## config.mk

```make
export PLATFORM = sky130hd
export DESIGN_NAME = joystick_debounce_autorepeat
export DESIGN_NICKNAME = d
export VERILOG_FILES = /design/src/rtl/jda_pkg.sv /design/src/rtl/joystick_debounce_autorepeat.sv /design/src/rtl/jda_rem.sv /design/src/rtl/jda_dp.sv /design/src/rtl/jda_ctrl.sv
export VERILOG_INCLUDE_DIRS = /design/src /design/src/rtl
export SDC_FILE = /design/constraint.sdc
export NUM_CORES = 1
export LEC_CHECK = 0
export CAP_MARGIN = 40
export CORE_ASPECT_RATIO = 1.1
export CORE_MARGIN = 1.5
export CORE_UTILIZATION = 50
export DETAILED_ROUTE_END_ITERATION = 8
export DONT_BUFFER_PORTS = 1
export PLACE_DENSITY = 0.77
export SLEW_MARGIN = 0
export SYNTH_ARGS = -nofsm -noshare
export SYNTH_HDL_FRONTEND = slang
export SYNTH_HIERARCHICAL = 1
export SYNTH_SLANG_ARGS = --single-unit
```

## constraint.sdc

```tcl
create_clock -name clk -period 4.8 [get_ports clk]
set_input_delay 0.24 -clock clk [delete_from_list [all_inputs] [get_ports clk]]
set_output_delay 0.24 -clock clk [all_outputs]
set_load 0.005 [all_outputs]
```

## src/rtl/joystick_debounce_autorepeat_assert.svh

```systemverilog
// Assertion macros shared by the joystick debounce and auto-repeat RTL.
// Each module that asserts includes this header; it needs a clk and rst in scope.
`ifndef JOYSTICK_DEBOUNCE_AUTOREPEAT_ASSERT_SVH
`define JOYSTICK_DEBOUNCE_AUTOREPEAT_ASSERT_SVH

// Same-cycle implication, disabled while reset is applied.
`define JDA_ASSERT_NOW(label, ante, cons, msg) \
  label: assert property (@(posedge clk) disable iff (rst) (ante) |-> (cons)) \
    else $error(msg);

// Next-cycle implication, disabled while reset is applied.
`define JDA_ASSERT_NEXT(label, ante, cons, msg) \
  label: assert property (@(posedge clk) disable iff (rst) (ante) |=> (cons)) \
    else $error(msg);

`endif

```

## src/rtl/jda_pkg.sv

```systemverilog
// Package for the joystick debounce and auto-repeat block: payload types,
// register indexes, controller states and the controller/datapath interface.
package jda_pkg;

  localparam int RATE_STEPS = 5;
  localparam int CFG_IDX_W  = 3;
  localparam int CFG_DATA_W = 40;
  localparam int REM_CYCLES = 16;

  typedef struct packed {
    logic [4:0] buttons;
    logic       output_active;
    logic       guard_screen;
    logic       home_screen;
  } in_item_t;

  typedef struct packed {
    logic       menu_valid;
    logic [4:0] menu_buttons;
    logic       enable_request;
    logic       disable_request;
    logic       redraw_valid;
    logic       redraw_full;
  } out_item_t;

  typedef enum logic [CFG_IDX_W-1:0] {
    CFG_DEBOUNCE_THRESHOLD = 3'd0,
    CFG_REPEAT_INTERVAL    = 3'd1,
    CFG_MENU_PHASE         = 3'd2,
    CFG_REDRAW_PERIOD      = 3'd3,
    CFG_RATE_TABLE         = 3'd4
  } cfg_idx_t;

  localparam logic [4:0] BTN_UP     = 5'h01;
  localparam logic [4:0] BTN_DOWN   = 5'h02;
  localparam logic [4:0] BTN_SELECT = 5'h10;

  typedef enum logic [2:0] {
    S_IDLE,
    S_CHECK,
    S_REM_A,
    S_APPLY,
    S_MENU,
    S_REM_B,
    S_FINISH
  } state_t;

  typedef struct packed {
    logic load;
    logic start_a;
    logic start_b;
    logic capture_bnd;
    logic apply;
    logic menu_chk;
    logic commit;
  } cmd_t;

  typedef struct packed {
    logic act;
    logic bnd_possible;
    logic div_nz;
    logic rem_done;
    logic out_free;
  } stat_t;

endpackage

```

## src/rtl/joystick_debounce_autorepeat.sv

```systemverilog
// Top level of the joystick debounce and accelerating auto-repeat block.
// Depends on jda_pkg, jda_ctrl, jda_dp and jda_rem.
//
// Each accepted item is one sampling tick and yields exactly one result item.
// Items are handled one at a time. A tick whose sample is not qualified, or
// is released, goes from check straight to finish. A qualified press runs up
// to two remainders on the shared unit, which retires two dividend bits per
// cycle: hold count by repeat interval when a boundary is possible, then hold
// count by the current rate divisor when that divisor is nonzero.
// A finished result sits in an output register, so the next item is taken
// while it waits; configuration writes are always ready and belong in idle
// periods.
module joystick_debounce_autorepeat
  import jda_pkg::*;
(
  input  logic                  clk,
  input  logic                  rst,
  input  logic                  in_valid,
  output logic                  in_stall,
  input  in_item_t              in_data,
  output logic                  out_valid,
  input  logic                  out_stall,
  output out_item_t             out_data,
  input  logic                  cfg_valid,
  output logic                  cfg_ready,
  input  logic [CFG_IDX_W-1:0]  cfg_index,
  input  logic [CFG_DATA_W-1:0] cfg_data
);

  cmd_t  cmd;
  stat_t stat;

  assign cfg_ready = 1'b1;

  jda_ctrl u_ctrl (
    .clk      (clk),
    .rst      (rst),
    .in_valid (in_valid),
    .in_stall (in_stall),
    .stat     (stat),
    .cmd      (cmd)
  );

  jda_dp u_dp (
    .clk       (clk),
    .rst       (rst),
    .cfg_valid (cfg_valid && cfg_ready),
    .cfg_index (cfg_index),
    .cfg_data  (cfg_data),
    .in_data   (in_data),
    .cmd       (cmd),
    .stat      (stat),
    .out_valid (out_valid),
    .out_stall (out_stall),
    .out_data  (out_data)
  );

endmodule

```

## src/rtl/jda_rem.sv

```systemverilog
// Iterative remainder unit: 32-bit dividend by a nonzero 16-bit divisor,
// two restoring steps per cycle. Depends on jda_pkg.
module jda_rem
  import jda_pkg::*;
(
  input  logic        clk,
  input  logic        rst,
  input  logic        start,
  input  logic [31:0] dividend,
  input  logic [15:0] divisor,
  output logic        done,
  output logic [15:0] remainder
);

  localparam int CntW = $clog2(REM_CYCLES);

  logic [31:0]     dvd;
  logic [15:0]     dsr;
  logic [15:0]     rem;
  logic [CntW-1:0] cnt;
  logic            busy;
  logic [15:0]     r1;
  logic [15:0]     r2;

  function automatic logic [15:0] rem_step(input logic [15:0] r, input logic b,
                                           input logic [15:0] d);
    logic [16:0] t;
    t = {r, b};
    if (t >= {1'b0, d}) begin
      t = t - {1'b0, d};
    end
    return t[15:0];
  endfunction

  always_comb begin
    r1 = rem_step(rem, dvd[31], dsr);
    r2 = rem_step(r1, dvd[30], dsr);
  end

  always_ff @(posedge clk) begin
    if (rst) begin
      busy <= 1'b0;
      done <= 1'b0;
      cnt  <= '0;
    end else begin
      done <= 1'b0;
      if (start) begin
        busy <= 1'b1;
        cnt  <= '0;
      end else if (busy) begin
        cnt <= cnt + 1'b1;
        if (cnt == CntW'(REM_CYCLES - 1)) begin
          busy <= 1'b0;
          done <= 1'b1;
        end
      end
    end
  end

  always_ff @(posedge clk) begin
    if (start) begin
      dvd <= dividend;
      dsr <= divisor;
      rem <= '0;
    end else if (busy) begin
      dvd <= {dvd[29:0], 2'b00};
      rem <= r2;
    end
  end

  assign remainder = rem;

endmodule

```

## src/rtl/jda_dp.sv

```systemverilog
// Datapath: configuration registers, debounce and hold state, the shared
// remainder unit and the output register. Depends on jda_pkg and jda_rem.
module jda_dp
  import jda_pkg::*;
(
  input  logic                  clk,
  input  logic                  rst,
  input  logic                  cfg_valid,
  input  logic [CFG_IDX_W-1:0]  cfg_index,
  input  logic [CFG_DATA_W-1:0] cfg_data,
  input  in_item_t              in_data,
  input  cmd_t                  cmd,
  output stat_t                 stat,
  output logic                  out_valid,
  input  logic                  out_stall,
  output out_item_t             out_data
);

  // Configuration registers.
  logic [15:0] debounce_threshold;
  logic [15:0] repeat_interval;
  logic [7:0]  menu_phase;
  logic [15:0] redraw_period;
  logic [39:0] rate_table;

  // Block state.
  logic [4:0]  previous_sample;
  logic [15:0] stable_count;
  logic [31:0] hold_count;
  logic [2:0]  rate_level;
  logic        released_flag;
  logic [15:0] redraw_count;

  // Current item and its partial results.
  in_item_t    item;
  logic        bnd;
  logic        menu_v;
  logic        en_req;
  logic        dis_req;

  logic        qual;
  logic        nz;
  logic [63:0] table_wide;
  logic [7:0]  divisor;
  logic        rem_done;
  logic [15:0] rem_out;
  logic [15:0] rem_divisor;
  logic        out_free;
  logic        redraw_hit;

  always_ff @(posedge clk) begin
    if (rst) begin
      debounce_threshold <= 16'd50;
      repeat_interval    <= 16'd500;
      menu_phase         <= 8'd0;
      redraw_period      <= 16'd100;
      rate_table         <= 40'h0A193264C8;
    end else if (cfg_valid) begin
      unique case (cfg_index)
        CFG_DEBOUNCE_THRESHOLD: debounce_threshold <= cfg_data[15:0];
        CFG_REPEAT_INTERVAL:    repeat_interval    <= cfg_data[15:0];
        CFG_MENU_PHASE:         menu_phase         <= cfg_data[7:0];
        CFG_REDRAW_PERIOD:      redraw_period      <= cfg_data[15:0];
        CFG_RATE_TABLE:         rate_table         <= cfg_data;
        default: ;
      endcase
    end
  end

  // Levels past the packed bytes read as a zero divisor.
  assign table_wide = {24'd0, rate_table};
  assign divisor    = table_wide[{rate_level, 3'b000} +: 8];

  assign qual     = stable_count >= debounce_threshold;
  assign nz       = item.buttons != 5'd0;
  assign out_free = !out_valid || !out_stall;
  assign redraw_hit = !(redraw_count < redraw_period);

  assign stat.act          = qual && nz;
  assign stat.bnd_possible = (repeat_interval != 16'd0) && (hold_count != 32'd0);
  assign stat.div_nz       = divisor != 8'd0;
  assign stat.rem_done     = rem_done;
  assign stat.out_free     = out_free;

  assign rem_divisor = cmd.start_a ? repeat_interval : {8'd0, divisor};

  jda_rem u_rem (
    .clk       (clk),
    .rst       (rst),
    .start     (cmd.start_a || cmd.start_b),
    .dividend  (hold_count),
    .divisor   (rem_divisor),
    .done      (rem_done),
    .remainder (rem_out)
  );

  always_ff @(posedge clk) begin
    if (cmd.load) begin
      item <= in_data;
    end
  end

  always_ff @(posedge clk) begin
    if (rst) begin
      previous_sample <= '0;
      stable_count    <= '0;
      hold_count      <= '0;
      rate_level      <= '0;
      released_flag   <= 1'b0;
      redraw_count    <= '0;
      bnd             <= 1'b0;
      menu_v          <= 1'b0;
      en_req          <= 1'b0;
      dis_req         <= 1'b0;
      out_valid       <= 1'b0;
    end else begin
      if (cmd.commit) begin
        out_valid <= 1'b1;
      end else if (out_valid && !out_stall) begin
        out_valid <= 1'b0;
      end
      if (cmd.load) begin
        bnd     <= 1'b0;
        menu_v  <= 1'b0;
        en_req  <= 1'b0;
        dis_req <= 1'b0;
      end
      if (cmd.capture_bnd) begin
        bnd <= rem_out == 16'd0;
      end
      if (cmd.apply) begin
        if (bnd) begin
          if (item.buttons == BTN_UP || item.buttons == BTN_DOWN) begin
            if ((4'(rate_level) + 4'd1) < 4'(RATE_STEPS)) begin
              rate_level <= rate_level + 3'd1;
            end
          end else if (item.buttons == BTN_SELECT) begin
            if (!item.output_active && !item.guard_screen) begin
              en_req        <= 1'b1;
              released_flag <= 1'b0;
            end
          end
        end else begin
          dis_req <= item.output_active && released_flag;
        end
      end
      if (cmd.menu_chk) begin
        menu_v <= rem_out == {8'd0, menu_phase};
      end
      if (cmd.commit) begin
        if (qual) begin
          if (nz) begin
            hold_count <= hold_count + 32'd1;
          end else begin
            released_flag <= 1'b1;
            hold_count    <= '0;
            rate_level    <= '0;
          end
        end
        if (item.buttons == previous_sample) begin
          if (stable_count != 16'hFFFF) begin
            stable_count <= stable_count + 16'd1;
          end
        end else begin
          stable_count <= '0;
        end
        previous_sample <= item.buttons;
        if (redraw_hit) begin
          redraw_count <= '0;
        end else begin
          redraw_count <= redraw_count + 16'd1;
        end
      end
    end
  end

  always_ff @(posedge clk) begin
    if (cmd.commit) begin
      out_data.menu_valid      <= menu_v;
      out_data.menu_buttons    <= menu_v ? item.buttons : 5'd0;
      out_data.enable_request  <= en_req;
      out_data.disable_request <= dis_req;
      out_data.redraw_valid    <= redraw_hit;
      out_data.redraw_full     <= redraw_hit && item.home_screen;
    end
  end

`include "joystick_debounce_autorepeat_assert.svh"

  `JDA_ASSERT_NOW(a_level_range, 1'b1, 4'(rate_level) < 4'(RATE_STEPS), "rate level out of range")
  `JDA_ASSERT_NOW(a_commit_free, cmd.commit, out_free, "result overwritten before taken")
  `JDA_ASSERT_NOW(a_div_nonzero, cmd.start_a || cmd.start_b, rem_divisor != 16'd0,
                  "remainder started with zero divisor")
  `JDA_ASSERT_NOW(a_menu_buttons, out_valid && out_data.menu_valid,
                  out_data.menu_buttons != 5'd0, "menu action without buttons")

endmodule

```

## src/rtl/jda_ctrl.sv

```systemverilog
// Controller state machine: sequences one item through the boundary check,
// the menu check and the commit. Depends on jda_pkg.
module jda_ctrl
  import jda_pkg::*;
(
  input  logic  clk,
  input  logic  rst,
  input  logic  in_valid,
  output logic  in_stall,
  input  stat_t stat,
  output cmd_t  cmd
);

  state_t state;
  state_t state_next;

  always_ff @(posedge clk) begin
    if (rst) begin
      state <= S_IDLE;
    end else begin
      state <= state_next;
    end
  end

  always_comb begin
    state_next = state;
    cmd        = '0;
    in_stall   = state != S_IDLE;
    unique case (state)
      S_IDLE: begin
        if (in_valid) begin
          cmd.load   = 1'b1;
          state_next = S_CHECK;
        end
      end
      S_CHECK: begin
        if (!stat.act) begin
          state_next = S_FINISH;
        end else if (stat.bnd_possible) begin
          cmd.start_a = 1'b1;
          state_next  = S_REM_A;
        end else begin
          state_next = S_APPLY;
        end
      end
      S_REM_A: begin
        if (stat.rem_done) begin
          cmd.capture_bnd = 1'b1;
          state_next      = S_APPLY;
        end
      end
      S_APPLY: begin
        cmd.apply  = 1'b1;
        state_next = S_MENU;
      end
      S_MENU: begin
        // The divisor here already reflects a rate step taken this item.
        if (stat.div_nz) begin
          cmd.start_b = 1'b1;
          state_next  = S_REM_B;
        end else begin
          state_next = S_FINISH;
        end
      end
      S_REM_B: begin
        if (stat.rem_done) begin
          cmd.menu_chk = 1'b1;
          state_next   = S_FINISH;
        end
      end
      S_FINISH: begin
        if (stat.out_free) begin
          cmd.commit = 1'b1;
          state_next = S_IDLE;
        end
      end
      default: state_next = S_IDLE;
    endcase
  end

`include "joystick_debounce_autorepeat_assert.svh"

  `JDA_ASSERT_NOW(a_done_waited, stat.rem_done, state == S_REM_A || state == S_REM_B,
                  "remainder finished outside a wait state")
  `JDA_ASSERT_NEXT(a_load_check, cmd.load, state == S_CHECK, "load not followed by check")
  `JDA_ASSERT_NEXT(a_commit_idle, cmd.commit, state == S_IDLE && !in_stall,
                   "commit not followed by idle")

endmodule

```

==> results of run 1 <==
## final cells by class
cell class / instances / area, um2 / share of cell area (%)
Tap cell: 363 / 454.2 / 2.783
Multi-Input combinational cell: 1186 / 7774 / 47.63
Timing Repair Buffer: 101 / 938.4 / 5.750
Clock buffer: 30 / 706.9 / 4.332
Inverter: 85 / 319.1 / 1.955
Sequential cell: 265 / 5966 / 36.56
Clock inverter: 18 / 161.4 / 0.9890
## where the power goes
group          leakage, nW  switching [W]  internal (W)
clock                0.415       0.000892       0.00117
sequential            2.23       0.000190       0.00262
combinational         3.29        0.00247       0.00194
total                 5.93        0.00356       0.00572
## cell usage after synthesis (all sizes together), types with 9 or more instances
library cell and n:
a211oi 15, a21o 13, a21oi 157, a311oi 9, a31oi 9, and2 20, and3 13, and4 9
buf 25, clkbuf 60, dfxtp 199, edfxtp 66, ha 69, inv 85, mux2 47, nand2 248
nand2b 11, nand3 39, nand3b 28, nand4 36, nand4b 15, nor2 110, nor3 31, nor3b 10
nor4 27, o21ai 73, xnor2 46, xor2 21
## through the flow
stage          setup WS (ns)  utilization, %  std cells
6_report              0.2350           58.23       2048
5_1_grt             -0.01021           58.23       2048
2_1_floorplan         0.1803               -       1621
4_1_cts               0.1063           57.85       2045
3_5_place_dp          0.1391           52.87       1946
3_3_place_gp          0.2062           52.69       1940
## placed cells by master, fill, tap and decap left out, types with 28 or more instances in the layout
cell type	n
a21oi_1	148
buf_4	46
clkbuf_16	28
dfxtp_1	199
dlygate4sd3_1	50
edfxtp_1	66
ha_1	64
inv_1	85
mux2_2	44
nand2_1	247
nand3_1	39
nand3b_1	28
nand4_1	33
nor2_1	108
nor3_1	30
o21ai_0	68
xnor2_1	46
## timing repair
item	in CTS	in global routing
hold buffers	51	0
endpoints found under the setup margin	0	16
hold endpoints to repair	152	0
setup buffers	0	2
resized for setup	0	20
## worst min path at each step
stage                       startpoint                 endpoint  slack [ns]  depth (start not counted)
after CTS                 cfg_index[0]  u_dp/repeat_interval[1]        0.02                          4
after floorplan                    rst          u_ctrl/state[0]        0.31                          1
after detailed placement    in_data[0]             u_dp/item[0]        0.34                          0
final                        out_stall           u_dp/out_valid        0.03                          2
after global placement      in_data[0]             u_dp/item[0]        0.34                          0
after global routing         out_stall           u_dp/out_valid        0.02                          2
## critical path, cell delays in order, from the launching register on
cell and delay (ns):
edfxtp_1 0.36, inv_1 0.10, ha_2 0.32, nand2_1 0.10
o211ai_1 0.13, or4_4 0.45, o21a_1 0.20, o21a_1 0.21
buf_4 0.18, buf_4 0.17, nor2_1 0.11, a21oi_2 0.07
fa_1 0.45, a21oi_1 0.23, o211ai_1 0.16, nand2_1 0.15
o21ai_0 0.18, and4b_1 0.25, a2111o_1 0.37, a21oi_1 0.13
a2111oi_1 0.07
## layer usage
metal	part of all wire (%)	GRT usage (%)	vias to the layer above
met5	0	0	-
met4	3.3	8.829	0
met3	5.3	3.604	84
met2	49	42.42	373
met1	42	31.73	5910
li1	-	-	5901
## flip-flops by register name (all words and copies together), names as in the netlist, 3 cells and up
signal                   cells
u_ctrl/state                 3
u_dp/debounce_threshold     16
u_dp/hold_count             32
u_dp/item                    8
u_dp/menu_phase              8
u_dp/out_data               10
u_dp/previous_sample         5
u_dp/rate_level              3
u_dp/rate_table             40
u_dp/redraw_count           16
u_dp/redraw_period          16
u_dp/repeat_interval        16
u_dp/stable_count           16
u_dp/u_rem/cnt               4
u_dp/u_rem/dsr              16
u_dp/u_rem/dvd              32
u_dp/u_rem/remainder        16
## cells by family after synthesis
kind of cell	after synthesis	share of synthesized area, %
other cells	1	0.02613
xor+xnor	67	4.088
buf+inv	170	4.847
mux	63	5.579
fa+ha+maj	71	6.294
simple gates	630	22.14
compound gates	354	15.46
flops	265	41.56
==> metrics.yaml, run 1 <==
global_routing:
  overflow: 0
  antenna_found_initial: 0
  grt_pass1_wl_um: 60020
  grt_pass1_vias: 11901
  track_usage_pct: 24.84
  grt_max_degree: 146
sta:
  fin_crit_sh_pct: 95.10
  hold_viol_final: 0
  max_slew_margin_pct: 43.64
  fin_skew_ns: 0.01264
  min_period_ns: 4.565
  setup_viol: 0
  worst_pin_slew_ns: 0.8455
  fmax_ghz: 0.2191
  whs_ns: 0.03053
  setup_tns_ns: 0
  drv_slew: 0
worst_hold_path:
  hp-class: "in2reg"
placed_design:
  place_area_um2: 14820
  place_hpwl_um: 25150
  portBuffers: 0
  place_congestion: 0.8745
logic_synthesis:
  syn_inst: 1621
  yosys-top-cells-area: "dfxtp_1, edfxtp_1, nand2_1"
  netlist.area_leader.share_pct: 27.75
  synth_cell_types: 80
  yosys_warnings: 6
  synth_edf_count: 66
  synth.cell_area_um2: 14350
  yosys_most_used_dff: "dfxtp_1"
  ys_seq_area_share_pct: 41.56
  async_flop_share_pct: 0
  ys_ff_latch: 265
  avgSynthCellArea_um2: 8.855
  synth_nets: 1748
  yosysTopAreaCell: "dfxtp_1"
layout:
  nNetsFinal: 1792
  final_area_um2: 16320
  antennaDiodeCount: 0
  area_growth_pct: 13.69
  nFillCells: 2374
  layout-drive-gt1-share_pct: 11.63
critical_path:
  r2r_cells: 20
  setup.worst_path.end_class: "flip-flop"
  reg2reg_from: "u_dp/u_rem/dsr[8]"
  r2r_slack_ns: 0.24
  crit_path_end: "u_dp/u_rem/remainder[14]"
  reg2reg_to: "u_dp/u_rem/remainder[14]"
  path_class: "reg2reg"
  required_ns: 5.16
  cp_max_fo: 8
  crit_start: "u_dp/u_rem/dsr[8]"
  arrival_ns: 4.93
  start_kind: "flip-flop"
floorplanning:
  core_um2: 28030
  fp.dieArea_um2: 29740
  io_pins: 69
  placementRows: 64
  die_h_um: 180.7
  fp.dieW_um: 164.6
  start_util_pct: 51.21
power_and_ir_drop:
  powerDensity_nw_per_um2: 568.6
  power.total_w: 0.009279
  p_leak_nw: 5.934
  peakVddDrop_mv: 0.4244
flow_run:
  drv_cap: 0
route:
  wire_per_inst_um: 18.16
  vias: 12268
  drt_wl_total_um: 37180
  viasPerCell: 5.990
  ant_nets: 0
  route.detailed.drc: 0
  drt_iter0_markers: 894
  first_pass_iters: 5
clock_tree:
  cts_buffers: 26
  clk_latency_ns: 0.54
  cts-root-buf: "clkbuf_16"
  cts.sinks: 265
  cts_tree: "done"
  clk_path_buf_depth: 3
  clk_transition_reported_paths_ns: 0.07
  htree_num_levels: 1
status:
  outcome: "finished, final reports clean"
No activity file was read; power rests on OpenSTA's default activity.
==> inputs of run 2 (changes only) <==
--- a/config.mk
+++ b/config.mk
@@ -8,11 +8,12 @@
 export LEC_CHECK = 0
 export CAP_MARGIN = 40
 export CORE_ASPECT_RATIO = 1.1
-export CORE_MARGIN = 1.5
+export CORE_MARGIN = 2
 export CORE_UTILIZATION = 50
 export DETAILED_ROUTE_END_ITERATION = 8
 export DONT_BUFFER_PORTS = 1
-export PLACE_DENSITY = 0.77
+export HOLD_SLACK_MARGIN = 0.02
+export PLACE_DENSITY = 0.74
 export SLEW_MARGIN = 0
 export SYNTH_ARGS = -nofsm -noshare
 export SYNTH_HDL_FRONTEND = slang
==> constraint.sdc (replaced) <==
create_clock -name clk -period 4.4 [get_ports clk]
set_input_delay 0.22 -clock clk [delete_from_list [all_inputs] [get_ports clk]]
set_output_delay 0.22 -clock clk [all_outputs]
set_load 0.005 [all_outputs]
==> metrics.yaml, run 2 (synthesis gave the netlist of run 1 again) <==
placed_design:
  place_congestion: 0.9069
  place_hpwl_um: 26270
  portBuffers: 0
  place_area_um2: 15260
  dpl.cell_count: 2009
critical_path:
  critical_path_buf_inv_count: 2
  required_ns: 4.85
  cp_max_fo: 8
  critical-path-top-delay-family: "compound AO/OA/AOI/OAI gates"
  path_class: "reg2reg"
  crit_top_cell: "a21oi_2"
  arrival_ns: 4.76
  path_cells: "inv_2, ha_4, a21oi_4, o211ai_1, or4_4, o21a_1, o21a_4, mux2_2, ha_1, a21oi_2, nand2_2, a2111oi_4, nor2_2, a21oi_2, o21a_2, clkbuf_4, nand3_1, a311oi_1"
  cpPeakStageDelay_ns: 0.43
  slowest_stage: "or4_4"
  setup.worst_path.end_class: "flip-flop"
  start_kind: "flip-flop"
layout:
  largest_reg_flops: 40
  nNetsFinal: 1857
  area_growth_pct: 18.80
  regMostFlops: "u_dp/rate_table"
  antennaDiodeCount: 0
  mostFrequentLayoutCells: "nand2_1, dfxtp_1, a21oi_1, buf_4, nor2_1"
  final_common_cell: "nand2_1"
  layout.cells.non_filler: 2119
  layout-drive-gt1-share_pct: 15.76
  reg_top3: "u_dp/rate_table: 40 flops, u_dp/hold_count: 32 flops, u_dp/u_rem/dvd: 32 flops"
  final_area_um2: 17050
global_routing:
  met3_usage_pct: 3.655
  use_met2_pct: 43.87
  grt_max_degree: 146
  overflow: 0
  track_usage_pct: 25.35
  grt_pass1_vias: 12040
  grt_pass1_wl_um: 61400
  antenna_found_initial: 1
  grt_use_met1_pct: 31.90
  busiest_layer: "met2"
floorplanning:
  start_util_pct: 50.43
  placementRows: 65
  io_pins: 69
  fp.dieArea_um2: 30080
  die_h_um: 181.7
  fp.dieW_um: 165.6
  core_um2: 28460
sta:
  hold_viol_final: 0
  min_period_ns: 4.318
  drv_slew: 0
  setup_viol: 0
  fin_skew_ns: 0.01641
  worst_pin_slew_ns: 0.8180
  fmax_ghz: 0.2316
  max_slew_margin_pct: 45.46
  whs_ns: 0.05422
  fin_crit_sh_pct: 98.13
clock_tree:
  cts_buffers: 27
  clk_path_buf_depth: 3
  cts_tree: "done"
  clk_latency_ns: 0.55
  clk_transition_reported_paths_ns: 0.07
  cts-root-buf: "clkbuf_16"
  cts.sinks: 265
  htree_num_levels: 1
power_and_ir_drop:
  p_leak_nw: 6.294
  powerDensity_nw_per_um2: 653.0
  peakVddDrop_mv: 0.4330
  power.total_w: 0.01114
status:
  outcome: "finished, final reports clean"
route:
  ant_nets: 0
  drt_iter0_markers: 965
  vias: 12492
  drt_wl_total_um: 38820
  route.detailed.drc: 0
  viasPerCell: 5.895
  wire_per_inst_um: 18.32
  first_pass_iters: 5
worst_hold_path:
  hp-class: "in2reg"
flow_run:
  drv_cap: 0
## run 2: what timing repair did
| action | in CTS | in global routing |
|---|---|---|
| resized for setup | 3 | 45 |
| buffers inserted | 0 | 5 |
| hold endpoints to repair | 153 | 0 |
| cloned | 0 | 1 |
| setup endpoints to repair | 12 | 16 |
| pin swaps | 1 | 19 |
| hold buffers | 54 | 0 |
## run 2: area by class of cell
type / count / area [um2]
Fill cell: 2371 / 11410
Multi-Input combinational cell: 1186 / 7973
Sequential cell: 265 / 5966
Timing Repair Buffer: 165 / 1399
Clock buffer: 42 / 834.6
Tap cell: 368 / 460.4
Inverter: 85 / 319.1
Clock inverter: 8 / 101.3
## run 2: routing by layer
layer  up-vias  part of all wire [%]
met5         -                     0
met1      5942                    41
met3       110                   5.5
met4         0                   3.7
li1       6030                     -
met2       410                    49
## run 2: through the flow
stage | setup TNS, ns | util (%) | setup slack (ns)
after floorplan | 0 | - | 0.01131
after detailed placement | -0.3290 | 53.61 | -0.1037
final | 0 | 59.91 | 0.08249
after CTS | 0 | 58.89 | 0.03330
after global routing | -0.2850 | 59.91 | -0.08017
after global placement | 0 | 53.56 | 0.01646
## run 2: final timing paths
path,start,end,slack (ns),cells past startpoint
max,u_dp/u_rem/dsr[6],u_dp/u_rem/remainder[8],0.08,18
min,in_valid,u_ctrl/state[0],0.05,4
max reg2reg,u_dp/u_rem/dsr[6],u_dp/u_rem/remainder[8],0.08,18
min reg2reg,u_dp/en_req,u_dp/out_data[3],0.45,0
## run 2: report_power, final
| group | leakage, nW | internal, W | switching (W) |
|---|---|---|---|
| Clock | 0.464 | 0.00143 | 0.000976 |
| Combinational | 3.60 | 0.00266 | 0.00301 |
| Sequential | 2.23 | 0.00285 | 0.000203 |
| Total | 6.29 | 0.00694 | 0.00419 |
## run 2: worst min-delay path: cells and delay by family
| kind | cells | cell delay [ns] |
|---|---|---|
| compound gates | 3 | 0.31 |
| simple gates | 1 | 0.02 |
